$ cat config.mk
export PLATFORM = sky130hd
export DESIGN_NAME = length_framed_xor_header_receiver_top
export DESIGN_NICKNAME = d
export VERILOG_FILES = /design/src/sv/lfxr_pkg.sv /design/src/sv/lfxr_in_stage.sv /design/src/sv/lfxr_frame_fsm.sv /design/src/sv/lfxr_out_stage.sv /design/src/sv/length_framed_xor_header_receiver_top.sv
export SDC_FILE = /design/constraint.sdc
export NUM_CORES = 1
export LEC_CHECK = 0
export BUFFER_PORTS_ARGS = -buffer_cell sky130_fd_sc_hd__clkbuf_2
export CORE_MARGIN = 5
export CORE_UTILIZATION = 45
export CTS_BUF_LIST = sky130_fd_sc_hd__clkbuf_2
export DETAILED_ROUTE_END_ITERATION = 8
export PLACE_DENSITY = 0.68
export SYNTH_ARGS = -nofsm -noshare
export SYNTH_HDL_FRONTEND = slang
export SYNTH_SLANG_ARGS = --single-unit
export TNS_END_PERCENT = 30
$ cat constraint.sdc
create_clock -name clk -period 3.3 [get_ports clk]
set_input_delay 0.33 -clock clk [delete_from_list [all_inputs] [get_ports clk]]
set_output_delay 0.33 -clock clk [all_outputs]
set_load 0.05 [all_outputs]
$ cat src/sv/lfxr_pkg.sv
// ----------------------------------------------------------------------------
// lfxr_pkg
// Shared types and constants for the length-framed xor-header receiver.
// ----------------------------------------------------------------------------
package lfxr_pkg;

  // receive buffer size; the body limit leaves room for the four header bytes
  localparam int unsigned BUFFER_BYTES = 256;
  localparam logic [15:0] LEN_CAP      = 16'(BUFFER_BYTES - 4);

  // configuration register indexes
  localparam logic CFG_START_BYTE   = 1'b0;
  localparam logic CFG_MAX_BODY_LEN = 1'b1;

  // reset values of the configuration registers
  localparam logic [7:0] START_BYTE_RST   = 8'd254;
  localparam logic [7:0] MAX_BODY_LEN_RST = 8'd251;

  // result event codes
  localparam logic EV_PAYLOAD = 1'b0;
  localparam logic EV_REJECT  = 1'b1;

  // frame parser phases
  typedef enum logic [4:0] {
    PH_HUNT  = 5'b00001,
    PH_START = 5'b00010,
    PH_CKSM  = 5'b00100,
    PH_LENH  = 5'b01000,
    PH_BODY  = 5'b10000
  } phase_t;

  // one result item
  typedef struct packed {
    logic        event_kind;
    logic [7:0]  data_byte;
    logic        last;
    logic [15:0] frame_length;
  } result_t;

endpackage

$ cat src/sv/lfxr_in_stage.sv
// ----------------------------------------------------------------------------
// lfxr_in_stage
// Input register: holds one received byte until the parser consumes it.
// ----------------------------------------------------------------------------
module lfxr_in_stage import lfxr_pkg::*; (
  input  logic       clk,
  input  logic       rst_n,
  input  logic       in_valid,
  output logic       in_stall,
  input  logic [7:0] in_rx_byte,
  input  logic       adv_ok,
  output logic       s1_valid,
  output logic [7:0] s1_byte
);

  logic       valid_r;
  logic       valid_nxt;
  logic [7:0] byte_r;
  logic       take;

  // the held byte moves on whenever the result side can load
  assign in_stall  = valid_r && !adv_ok;
  assign take      = in_valid && !in_stall;
  assign valid_nxt = take ? 1'b1 : (adv_ok ? 1'b0 : valid_r);

  // valid flag
  always_ff @(posedge clk) begin
    if (!rst_n) begin
      valid_r <= 1'b0;
    end else begin
      valid_r <= valid_nxt;
    end
  end

  // byte capture on each input transfer
  always_ff @(posedge clk) begin
    if (take) begin
      byte_r <= in_rx_byte;
    end
  end

  assign s1_valid = valid_r;
  assign s1_byte  = byte_r;

endmodule

$ cat src/sv/lfxr_frame_fsm.sv
// ----------------------------------------------------------------------------
// lfxr_frame_fsm
// Frame parser: header capture, checksum and length checks, body counting.
// ----------------------------------------------------------------------------
module lfxr_frame_fsm import lfxr_pkg::*; (
  input  logic       clk,
  input  logic       rst_n,
  input  logic       step,
  input  logic [7:0] rx_byte,
  input  logic [7:0] start_byte,
  input  logic [7:0] max_body_len,
  output logic       res_valid,
  output result_t    res
);

  phase_t      phase_r, phase_nxt;
  logic [7:0]  cksum_r, cksum_nxt;
  logic [7:0]  len_hi_r, len_hi_nxt;
  logic [15:0] decl_len_r, decl_len_nxt;
  logic [7:0]  remain_r, remain_nxt;

  logic [15:0] len;
  logic [7:0]  want;
  logic [15:0] limit;
  logic        hdr_ok;
  logic        fin;

  // header checks on the length-low byte
  assign len    = {len_hi_r, rx_byte};
  assign want   = start_byte ^ len_hi_r ^ rx_byte;
  assign limit  = ({8'd0, max_body_len} < LEN_CAP) ? {8'd0, max_body_len} : LEN_CAP;
  assign hdr_ok = (cksum_r == want) && (len != 16'd0) && (len <= limit);
  assign fin    = (remain_r <= 8'd1);

  // next state and result
  always_comb begin
    phase_nxt    = phase_r;
    cksum_nxt    = cksum_r;
    len_hi_nxt   = len_hi_r;
    decl_len_nxt = decl_len_r;
    remain_nxt   = remain_r;
    res_valid    = 1'b0;
    res          = '{event_kind: EV_PAYLOAD, data_byte: 8'd0, last: 1'b0,
                     frame_length: 16'd0};
    case (phase_r)
      PH_START: begin
        cksum_nxt = rx_byte;
        phase_nxt = PH_CKSM;
      end
      PH_CKSM: begin
        len_hi_nxt = rx_byte;
        phase_nxt  = PH_LENH;
      end
      PH_LENH: begin
        decl_len_nxt = len;
        if (hdr_ok) begin
          // limit never exceeds an 8-bit value
          remain_nxt = len[7:0];
          phase_nxt  = PH_BODY;
        end else begin
          remain_nxt       = 8'd0;
          phase_nxt        = PH_HUNT;
          res_valid        = 1'b1;
          res.event_kind   = EV_REJECT;
          res.frame_length = len;
        end
      end
      PH_BODY: begin
        res_valid        = 1'b1;
        res.event_kind   = EV_PAYLOAD;
        res.data_byte    = rx_byte;
        res.last         = fin;
        res.frame_length = decl_len_r;
        if (fin) begin
          remain_nxt = 8'd0;
          phase_nxt  = PH_HUNT;
        end else begin
          remain_nxt = remain_r - 8'd1;
        end
      end
      default: begin
        // hunting: only the start byte opens a frame
        phase_nxt = (rx_byte == start_byte) ? PH_START : PH_HUNT;
      end
    endcase
  end

  // parser state, updated once per consumed byte
  always_ff @(posedge clk) begin
    if (!rst_n) begin
      phase_r    <= PH_HUNT;
      cksum_r    <= 8'd0;
      len_hi_r   <= 8'd0;
      decl_len_r <= 16'd0;
      remain_r   <= 8'd0;
    end else if (step) begin
      phase_r    <= phase_nxt;
      cksum_r    <= cksum_nxt;
      len_hi_r   <= len_hi_nxt;
      decl_len_r <= decl_len_nxt;
      remain_r   <= remain_nxt;
    end
  end

endmodule

$ cat src/sv/lfxr_out_stage.sv
// ----------------------------------------------------------------------------
// lfxr_out_stage
// Result register: holds one result item until the sink takes it.
// ----------------------------------------------------------------------------
module lfxr_out_stage import lfxr_pkg::*; (
  input  logic    clk,
  input  logic    rst_n,
  input  logic    step,
  input  logic    res_valid,
  input  result_t res,
  output logic    load_ok,
  output logic    out_valid,
  input  logic    out_stall,
  output result_t out_res
);

  logic    valid_r;
  logic    valid_nxt;
  result_t res_r;

  // register may load when empty or draining this cycle
  assign load_ok   = !valid_r || !out_stall;
  assign valid_nxt = load_ok ? (step && res_valid) : valid_r;

  // valid flag
  always_ff @(posedge clk) begin
    if (!rst_n) begin
      valid_r <= 1'b0;
    end else begin
      valid_r <= valid_nxt;
    end
  end

  // payload capture
  always_ff @(posedge clk) begin
    if (load_ok && step && res_valid) begin
      res_r <= res;
    end
  end

  assign out_valid = valid_r;
  assign out_res   = res_r;

endmodule

$ cat src/sv/length_framed_xor_header_receiver_top.sv
// ----------------------------------------------------------------------------
// length_framed_xor_header_receiver_top
// Recovers frames of start byte, xor checksum, 16-bit big-endian length and
// body from a byte stream; emits body bytes and header reject events.
//
//   channel | direction | handshake           | payload
//   --------+-----------+---------------------+------------------------------
//   in_     | in        | in_valid / in_stall | rx_byte
//   out_    | out       | out_valid/out_stall | event_kind, data_byte, last,
//           |           |                     | frame_length
//   cfg_    | in        | cfg_we              | cfg_index, cfg_wdata
//
// One byte per cycle sustained while out_stall is low; a byte passes the input
// register, then parser logic into the result register.
// Synchronous active-low reset clears both stages and the parser to hunting
// and loads the configuration reset values.
// A stalled output holds its result; the input stalls only while both the
// input register and the result register are occupied and out_stall is high.
// ----------------------------------------------------------------------------
module length_framed_xor_header_receiver_top import lfxr_pkg::*; (
  input  logic        clk,
  input  logic        rst_n,
  // input byte channel
  input  logic        in_valid,
  output logic        in_stall,
  input  logic [7:0]  in_rx_byte,
  // result channel
  output logic        out_valid,
  input  logic        out_stall,
  output logic        out_event_kind,
  output logic [7:0]  out_data_byte,
  output logic        out_last,
  output logic [15:0] out_frame_length,
  // configuration port
  input  logic        cfg_we,
  input  logic        cfg_index,
  input  logic [7:0]  cfg_wdata
);

  logic [7:0] start_byte_r;
  logic [7:0] max_body_len_r;

  logic       s1_valid;
  logic [7:0] s1_byte;
  logic       load_ok;
  logic       step;
  logic       res_valid;
  result_t    res;
  result_t    out_res;

  // configuration registers
  always_ff @(posedge clk) begin
    if (!rst_n) begin
      start_byte_r   <= START_BYTE_RST;
      max_body_len_r <= MAX_BODY_LEN_RST;
    end else if (cfg_we) begin
      case (cfg_index)
        CFG_START_BYTE:   start_byte_r   <= cfg_wdata;
        CFG_MAX_BODY_LEN: max_body_len_r <= cfg_wdata;
        default: ;
      endcase
    end
  end

  // parser consumes the held byte whenever the result register can load
  assign step = s1_valid && load_ok;

  lfxr_in_stage u_in_stage (
    .clk        (clk),
    .rst_n      (rst_n),
    .in_valid   (in_valid),
    .in_stall   (in_stall),
    .in_rx_byte (in_rx_byte),
    .adv_ok     (load_ok),
    .s1_valid   (s1_valid),
    .s1_byte    (s1_byte)
  );

  lfxr_frame_fsm u_frame_fsm (
    .clk          (clk),
    .rst_n        (rst_n),
    .step         (step),
    .rx_byte      (s1_byte),
    .start_byte   (start_byte_r),
    .max_body_len (max_body_len_r),
    .res_valid    (res_valid),
    .res          (res)
  );

  lfxr_out_stage u_out_stage (
    .clk       (clk),
    .rst_n     (rst_n),
    .step      (step),
    .res_valid (res_valid),
    .res       (res),
    .load_ok   (load_ok),
    .out_valid (out_valid),
    .out_stall (out_stall),
    .out_res   (out_res)
  );

  // result fields
  assign out_event_kind   = out_res.event_kind;
  assign out_data_byte    = out_res.data_byte;
  assign out_last         = out_res.last;
  assign out_frame_length = out_res.frame_length;

endmodule
Word-level counts from Yosys, hierarchy flattened
Cells that the tools add are included.
{"block": "classes", "addsub": 1, "multipliers": 0, "div_mod_pow": 0, "order_cmp": 3, "eq_ne": 7, "shift": 0, "n_mux": 14, "bitwise": 3, "n_reduce_logical": 23}
{"operator": "one-hot mux 16 bit (2 select lines)", "n": 1}
{"operator": "two-way mux 8 bit", "n": 3}
{"operator": "one-hot mux 5 bit (4 select lines)", "n": 1}
{"operator": "== test 8 bit", "n": 2}
{"operator": "less-or-equal comparator 16 bit", "n": 1}
{"operator": "two-way mux 16 bit", "n": 1}
{"operator": "one-hot mux 8 bit (2 select lines)", "n": 1}
{"operator": "nonzero test 16 bit", "n": 1}
{"operator": "XOR 8 bit", "n": 2}
{"operator": "AND reduction 2 bit", "n": 7}
{"operator": "two-way mux 5 bit", "n": 2}
{"operator": "less-or-equal comparator 8 x 1 -> 1 bit (second input constant)", "n": 1}
{"operator": "logical AND 1 bit", "n": 8}
{"operator": "less-than comparator 8 bit (second input constant)", "n": 1}
{"operator": "subtractor 8 x 1 -> 8 bit (second input constant)", "n": 1}
{"operator": "== test 5 x 2 -> 1 bit (second input constant)", "n": 1}
{"operator": "== test 5 x 3 -> 1 bit (second input constant)", "n": 1}
{"operator": "== test 5 x 4 -> 1 bit (second input constant)", "n": 1}
{"operator": "== test 5 bit (second input constant)", "n": 1}
{"operator": "zero test 1 bit", "n": 4}
{"operator": "nonzero test 2 bit", "n": 2}
{"operator": "two-way mux 1 bit", "n": 3}
{"operator": "two-way mux 2 bit", "n": 1}
{"operator": "inequality test 2 x 1 -> 1 bit (second input constant)", "n": 1}
{"operator": "other kinds (3)", "n": 3}
{"block": "word_totals", "register_bits": 97, "latchBits": 0, "mem_bits_rw": 0, "romBits": 0, "in_bits": 22, "output_inout_bits": 28, "elab_cells": 65, "memories": 0}

Longest topological paths before layout
Gate-level depths: netlist of run 1.
{"block": "depth", "depth_word": 8, "depth_mapped": 10, "mapped_depth_nobuf": 9}

By module
Synthesis of run 1 repeated with hierarchy kept, for this count alone.
{"block": "hier_totals", "cells_unflattened": 453, "area_unflattened_um2": 4650.7}
{"module": "lfxr_frame_fsm", "n_inst": 1, "cells_each": 337, "area_per_inst_um2": 2881.5, "seq_area_each_um2": 900.9}
{"module": "lfxr_out_stage", "n_inst": 1, "cells_each": 31, "area_per_inst_um2": 827.0, "seq_area_each_um2": 800.8}
{"module": "length_framed_xor_header_receiver_top", "n_inst": 1, "cells_each": 73, "area_per_inst_um2": 654.4, "seq_area_each_um2": 320.3}
{"module": "lfxr_in_stage", "n_inst": 1, "cells_each": 12, "area_per_inst_um2": 287.8, "seq_area_each_um2": 260.2}

Worst setup path after synthesis of run 1
No wires, ideal clock.
{"block": "synth_timing", "path_type": "register -> register", "from": "reg u_in_stage.byte_r[7], in the netlist u_in_stage.s1_byte[7]", "to": "reg u_out_stage.res_r, in the netlist u_out_stage.out_res[0] (enable)", "setup_time_ns": 0.419, "t_arrival_ns": 2.572, "required_time_ns": 2.881, "path_slack_ns": 0.309, "path_stages_with_launch": 7, "n_path_buf": 0, "synth_period_minus_slack_ns": 2.991, "cell_sequence": "edfxtp_1 ha_1 and3_1 a221oi_1 o2111ai_1 nor4_1 o22ai_1"}
{"block": "synth_between", "elab_chain_len": 7, "word_cells_on_any_way": 9, "classes_between": "order compare: 1; eq/ne: 1; mux: 2; bitwise: 1; reduce/logical: 4"}
{"element": "from (decl)", "line_no": "lfxr_in_stage.sv:18", "source": "logic [7:0] byte_r;"}
{"element": "from (signal assigned)", "line_no": "lfxr_in_stage.sv:38", "source": "byte_r <= in_rx_byte;"}
{"element": "branches (longest 3 deep; another with less-or-equal comparator 16 bit)"}
{"element": "logical AND 1 bit (*)", "line_no": "lfxr_frame_fsm.sv:32", "source": "assign hdr_ok = (cksum_r == want) && (len != 16'd0) && (len <= limit);"}
{"element": "two-way mux 1 bit (*)", "line_no": "lfxr_frame_fsm.sv:56", "source": "if (hdr_ok) begin"}
{"element": "one-hot mux 1 bit (2 select lines) (*)", "line_no": "lfxr_frame_fsm.sv:45", "source": "case (phase_r)"}
{"element": "logical AND 1 bit (*)", "line_no": "lfxr_out_stage.sv:36", "source": "if (load_ok && step && res_valid) begin"}
{"element": "to (signal assigned)", "line_no": "lfxr_out_stage.sv:37", "source": "res_r <= res;"}
{"element": "to (decl)", "line_no": "lfxr_out_stage.sv:19", "source": "result_t res_r;"}
Mark *: on every way between the ends.
A chain may end at the register's enable or synchronous reset.

==> key figures, run 1 <==
Run status
  – Status: completed

Timing
  – Slew Limit Fails: 0
  – Actual slew at the worst max-slew pin: 0.986 ns
  – Setup-failing EPs final: 0
  – Final period util: 84.4%
  – Post-route minimum period: 2.78 ns
  – RSZ-0062 raised after global routing: no
  – Max Fclk: 0.359 GHz
  – Hold Slack: 0.143 ns
  – Worst slew margin: 34.2%
  – Hold Vio Cnt, Final: 0
  – Setup TNS: 0 ns
  – Post-route clock skew: 0.0312 ns

Floorplan
  – Die height: 109 um
  – Die width: 109 um
  – Placeable Area: 9640 sq um
  – Num rows: 36
  – Die area: 11,800 sq um
  – # IOs: 50
  – Initial Util: 45.4%

CTS
  – CTS hold repair buffers: 17
  – TritonCTS clock tree: yes
  – CTS root buffer: clkbuf_2
  – CTS sink count: 97
  – Resize count post-CTS: 0
  – Post-CTS setup buffer count: 0
  – Total CTS buffers: 9
  – Clk buf depth: 2
  – H-tree Lvls: 3
  – Clock latency on the worst-skew pair: 0.55 ns
  – Clock-pin slew on the worst setup and hold paths: 0.25 ns

Routing
  – Routed wire length: 10.4 mm
  – Via count: 3,447
  – Pre-Repair DR Iteration Count: 4
  – Avg WL per Cell: 16.1 um
  – Met2 WL: 4.81 mm
  – Highest routed layer: met4
  – Antenna Nets Post-Route: 0
  – Met3 WL: 738 um
  – Drt via density: 5.32
  – M1 wire length: 4.77 mm
  – DRC: 0
  – DR iter-0 viols: 199

Job
  – Max Cap Viol: 0

Placed design
  – Dpl hpwl: 7.27 mm
  – IO Port Bufs: 49
  – Dpl cell area: 4720 sq um
  – Routability cong.: 0.917

Worst setup path
  – Crit-path cells: ha_1, and3_1, a221oi_1, o2111ai_1, nor4_1, buf_4, nor2_1, a22o_1
  – Req. time, crit path: 3.63 ns
  – Worst-path fanout max: 10
  – Worst Path Buf+Inv: 1
  – Crit-path leading delay family: compound AO/OA/AOI/OAI gates
  – Critical path endpoint category: flop
  – Crit path launch type: flop
  – Slowest CP cell: edfxtp_1
  – Worst Path Arrival: 3.12 ns
  – Slowest stage delay, CP: 0.63 ns
  – CP Class: reg -> reg

Global route
  – Initial antenna violation count: 0
  – GRT Residual Overflow: 0
  – Vias in the first global route: 3,354
  – Global-route wire length before repair: 17.0 mm
  – Total GRT Usage: 18.5%
  – Largest net degree at the start of global routing: 29

Layout
  – Antenna cells: 0
  – Layout cells sized above 1: 14.6%
  – Final layout net count: 542
  – Final Core Density: 51.8%
  – Final-layout fill cell count: 914
  – Post-route cell area: 4990 sq um
  – Area Overhead vs Synth: 14.0%

Logic synthesis
  – Synth unique cells: 43
  – Avg Cell Area, Syn: 9.63 sq um
  – Post-synth EDFFs: 34
  – Main synth FF type: dfxtp_1
  – Synth Net Count: 486
  – Cells after synthesis: 454
  – Cell Area, Synth: 4370 sq um
  – Yosys warning count: 0
  – Seq/Total Area, Yosys: 52.2%
  – Flops & latches, synth: 97
  – Post-synth ARST share: 0%

Pwr
  – Leakage: 2.00 nW
  – Power Density: 396 nW/um^2
  – Worst vdd ir: 242 uV

Hold path
  – Worst hold-check path type: in -> reg
per-stage QoR:
step / power (mW) / setup slack, ns / cells
floorplan: 1.41 / 0.309 / 454
global placement: 1.45 / 0.637 / 615
finish: 1.98 / 0.516 / 648
CTS: 1.99 / 0.595 / 648
detailed placement: 1.45 / 0.597 / 615
global route: 2.07 / 0.403 / 648
kinds of logic after synthesis:
logic type / share of synthesized area (%)
buf+inv: 3.92
compound gates: 12.4
flops: 52.2
simple gates: 19.0
fa+ha+maj: 2.86
xor+xnor: 6.01
mux: 3.66
worst min-delay path, delay by kind of cell:
| kind | cells | cell delay [ns] |
|---|---|---|
| AOI/OAI and AO/OA | 1 | 0.05 |
| buffers and inverters | 1 | 0.10 |
| and+or+nand+nor | 2 | 0.17 |
path summary, 6_finish.rpt:
check / from / to / slack (ns) / depth (start not counted)
max: u_in_stage.s1_byte[6]$_DFFE_PP_ / u_out_stage.out_res[3]$_DFFE_PP_ / 0.52 / 8
min: cfg_index / max_body_len_r[2]$_SDFFE_PN0P_ / 0.14 / 4
max reg2reg: u_in_stage.s1_byte[6]$_DFFE_PP_ / u_out_stage.out_res[3]$_DFFE_PP_ / 0.52 / 8
min reg2reg: u_frame_fsm.decl_len_r[8]$_SDFFE_PN0P_ / u_frame_fsm.decl_len_r[8]$_SDFFE_PN0P_ / 0.48 / 2
cells in the mapped netlist, types with 3 or more instances:
cell type	instances	area, sq um
nand2_1	73	274
dfxtp_1	63	1260
nor2_1	43	161
edfxtp_1	34	1020
a21oi_1	31	155
xnor2_1	23	201
clkbuf_1	19	71.3
nand3_1	18	90.1
a22o_1	16	140
mux2i_1	16	160
ha_1	10	125
inv_1	10	37.5
and2_1	9	56.3
nand4_1	9	56.3
nor4_1	7	43.8
o211ai_1	7	52.6
o21ai_0	7	35.0
xor2_1	7	61.3
o221ai_1	6	52.6
and3_1	5	31.3
buf_2	5	25.0
nor2b_1	4	25.0
buf_4	3	22.5
nor3_1	3	15.0
registers in the layout (all words and copies together), names as in the netlist:
name and cells:
u_out_stage.out_res 26, u_frame_fsm.decl_len_r 16, max_body_len_r 8, start_byte_r 8, u_frame_fsm.cksum_r 8, u_frame_fsm.len_hi_r 8, u_frame_fsm.remain_r 8, u_in_stage.s1_byte 8
u_frame_fsm.phase_r 5, u_in_stage.s1_valid 1, u_out_stage.out_valid 1
per-layer routing:
layer	track usage, %	vias up
li1	-	1716
met1	25.4	1613
met2	29.8	110
met3	3.16	8
met4	6.13	0
met5	0	-
report_power, final:
part / total, mW / internal (mW) / switching, mW
clock: 0.525 / 0.106 / 0.420
sequential: 1.29 / 1.26 / 0.0367
combinational: 0.157 / 0.0708 / 0.0863
total: 1.98 / 1.43 / 0.543
final cells by class:
class	count	area, sq um	area share (%)
clock buffers	9	45.0	0.903
well taps	133	166	3.34
inverters	10	37.5	0.752
repair buffers	74	475	9.53
multi-input cells	318	1930	38.6
flip-flops and latches	97	2280	45.7
clock inverters	7	55.1	1.10
placed cells by master, fill, tap and decap left out, drive strengths merged, types with 2 or more instances in the layout:
master	n
o211ai	7
nor3	3
inv	12
a22o	16
nand3	18
or3	2
o221ai	6
xor2	7
ha	10
a21oi	32
nand4	9
a31oi	2
dlygate4sd3	17
o21ai	9
nand2b	2
edfxtp	34
a21o	2
nor4	7
or4	2
clkinv	2
nand2	73
clkinvlp	3
nor2	43
and4b	2
and2	9
and3	5
mux2i	16
buf	8
dfxtp	63
clkbuf	58
xnor2	23
nor2b	4
(Power assumes the default switching activity.)
==> run 2, diff against run 1 <==
==> constraint.sdc (replaced) <==
create_clock -name clk -period 2.8 [get_ports clk]
set_input_delay 0.28 -clock clk [delete_from_list [all_inputs] [get_ports clk]]
set_output_delay 0.28 -clock clk [all_outputs]
set_load 0.05 [all_outputs]
==> run 2 against run 1 <==
  * Wire length down 6.1%
  * Combinational power up 39%
  * Critical path depth up 1
  * Maximum frequency up 10%
  * Clock power up 47%
  * Core utilization up 1.1 points
  * Global-route usage down 1.2 points
  * Sequential share of layout area down 0.91 points
  * Non-clock buffer count up 8
==> key figures, run 2 (synthesis results as in run 1) <==
Run status
  – Status: completed

Worst setup path
  – Worst-path fanout max: 6 (-4)
  – Crit path launch type: flop
  – CP dominant cell by count: a21oi_1
  – Worst Path Buf+Inv: 0 (-1)
  – CP Class: reg -> reg
  – Crit-path cells: nand4_1, o21ai_0, ha_1, nor2b_1, o211ai_1, a21oi_1, or3_1, or4_1, a21oi_1
  – Crit-path leading delay family: simple AND/OR/NAND/NOR gates
  – Slowest stage delay, CP: 0.57 ns (-0.06 ns)
  – Slowest CP cell: or4_1
  – Worst Path Arrival: 3.05 ns (-0.07 ns)
  – Critical path endpoint category: flop
  – Req. time, crit path: 3.32 ns (-0.31 ns)

Routing
  – Via count: 3,473 (+0.75%)
  – Routed wire length: 9.78 mm (-6.1%)
  – Avg WL per Cell: 14.9 um (-7.2%)
  – DRC: 0 (unchanged)
  – Antenna Nets Post-Route: 0 (unchanged)
  – Pre-Repair DR Iteration Count: 5 (+1)
  – DR iter-0 viols: 214 (+7.5%)
  – Drt via density: 5.29 (-0.47%)

Timing
  – Slew Limit Fails: 0 (unchanged)
  – Max Fclk: 0.396 GHz (+10%)
  – Hold Slack: 0.0433 ns (-0.0998 ns)
  – Setup-failing EPs final: 0 (unchanged)
  – Post-route minimum period: 2.53 ns (-0.257 ns)
  – Worst slew margin: 57.5% (+23 points)
  – Setup TNS: 0 ns (unchanged)
  – Hold Vio Cnt, Final: 0 (unchanged)
  – Final period util: 90.2% (+5.9 points)
  – Post-route clock skew: 0.0464 ns (+0.0152 ns)
  – Worst setup margin: 0.274 ns (-0.243 ns)
  – RSZ-0062 raised after global routing: no
  – Actual slew at the worst max-slew pin: 0.637 ns (-0.350 ns)

Floorplan
  – # IOs: 50 (unchanged)
  – Die area: 11,800 sq um (unchanged)
  – Die width: 109 um (unchanged)
  – Initial Util: 45.4% (unchanged)
  – Die height: 109 um (unchanged)
  – Placeable Area: 9640 sq um (unchanged)
  – Num rows: 36 (unchanged)

Global route
  – Global-route wire length before repair: 16.0 mm (-6.0%)
  – Largest net degree at the start of global routing: 36 (+24%)
  – Vias in the first global route: 3,289 (-1.9%)
  – Total GRT Usage: 17.4% (-1.2 points)
  – Initial antenna violation count: 0 (unchanged)
  – GRT Residual Overflow: 0 (unchanged)

CTS
  – H-tree Lvls: 3 (unchanged)
  – CTS sink count: 97 (unchanged)
  – Resize count post-CTS: 0 (unchanged)
  – Clock latency on the worst-skew pair: 0.58 ns (+0.03 ns)
  – Clk buf depth: 2 (unchanged)
  – Total CTS buffers: 9 (unchanged)
  – CTS root buffer: clkbuf_2
  – TritonCTS clock tree: yes
  – Clock-pin slew on the worst setup and hold paths: 0.28 ns (+0.03 ns)

Layout
  – Max reg flops: 26 (unchanged)
  – Antenna cells: 0 (unchanged)
  – Post-route insts no fill: 656 (+1.2%)
  – Most common cell after layout, fill and taps aside: nand2_1
  – Post-route cell area: 5090 sq um (+2.0%)
  – Final Core Density: 52.8% (+1.1 points)
  – Final layout net count: 550 (+1.5%)
  – Commonest cells after routing, fill and taps aside: nand2_1 (73), dfxtp_1 (63), clkbuf_2 (58), nor2_1 (43), edfxtp_1 (34)
  – Area Overhead vs Synth: 16.4%
  – Layout cells sized above 1: 16.1% (+1.5 points)

Placed design
  – Dpl hpwl: 6.86 mm (-5.6%)
  – Place WS: 0.306 ns (-0.291 ns)
  – Placed cell count: 623 (+1.3%)
  – Dpl cell area: 4780 sq um (+1.3%)
  – IO Port Bufs: 49 (unchanged)
  – Routability cong.: 0.850 (-7.3%)

Pwr
  – Leakage: 2.07 nW (+3.3%)
  – Pwr Total: 2.49 mW (+26%)
  – Worst vdd ir: 269 uV (+11%)
  – Power Density: 489 nW/um^2 (+24%)

Job
  – Max Cap Viol: 0 (unchanged)

Hold path
  – Worst hold-check path type: in -> reg
==> run 2: cell types whose count changed in the layout (fill, tap and decap cells not counted) <==
cell        change
bufinv_16       +1
buf_4           +8
clkinv_8        +1
clkinv_4        -1
clkinv_1        -1
clkinvlp_4      -2
inv_8           +2
==> run 2: metal layers <==
layer | track usage (%) | wire, um | part of all wire [%]
met1 | 24.0 | 4560 | 47
met5 | 0 | 0 | 0
met3 | 3.70 | 626 | 6.4
met4 | 6.40 | 208 | 2.1
met2 | 26.7 | 4380 | 45
==> run 2: cell type report <==
cell class	instances	area (sq um)
inverters	10	37.5
clock inverters	7	96.3
fillers	902	4550
flip-flops and latches	97	2280
repair buffers	82	536
multi-input cells	318	1930
well taps	133	166
clock buffers	9	45.0
==> run 2: repair_timing <==
| action | CTS | global route |
|---|---|---|
| hold buffers | 17 | 0 |
| hold endpoints to repair | 25 | 0 |
| setup buffers | 0 | 0 |
==> run 2: worst register-to-register path: stages, from the launching register on <==
cell      delay [ns]
dfxtp_1         0.39
nand4_1         0.12
o21ai_0         0.17
ha_1            0.26
nor2b_1         0.13
o211ai_1        0.15
a21oi_1         0.11
or3_1           0.41
or4_1           0.57
a21oi_1         0.19
==> run 2: path summary, 6_finish.rpt <==
kind | to | slack, ns | startpoint | depth (start not counted)
max | u_frame_fsm.remain_r[2]$_SDFFE_PN0P_ | 0.27 | max_body_len_r[7]$_SDFFE_PN1P_ | 9
min | max_body_len_r[2]$_SDFFE_PN0P_ | 0.04 | cfg_we | 4
max reg2reg | u_frame_fsm.remain_r[2]$_SDFFE_PN0P_ | 0.27 | max_body_len_r[7]$_SDFFE_PN1P_ | 9
min reg2reg | u_frame_fsm.decl_len_r[2]$_SDFFE_PN0P_ | 0.47 | u_frame_fsm.decl_len_r[2]$_SDFFE_PN0P_ | 2
==> run 2: power by group <==
part	total [mW]	switching [mW]	leakage (nW)	internal [mW]
Sequential	1.50	0.0212	0.892	1.48
Clock	0.771	0.533	0.0812	0.237
Combinational	0.218	0.124	1.09	0.0935
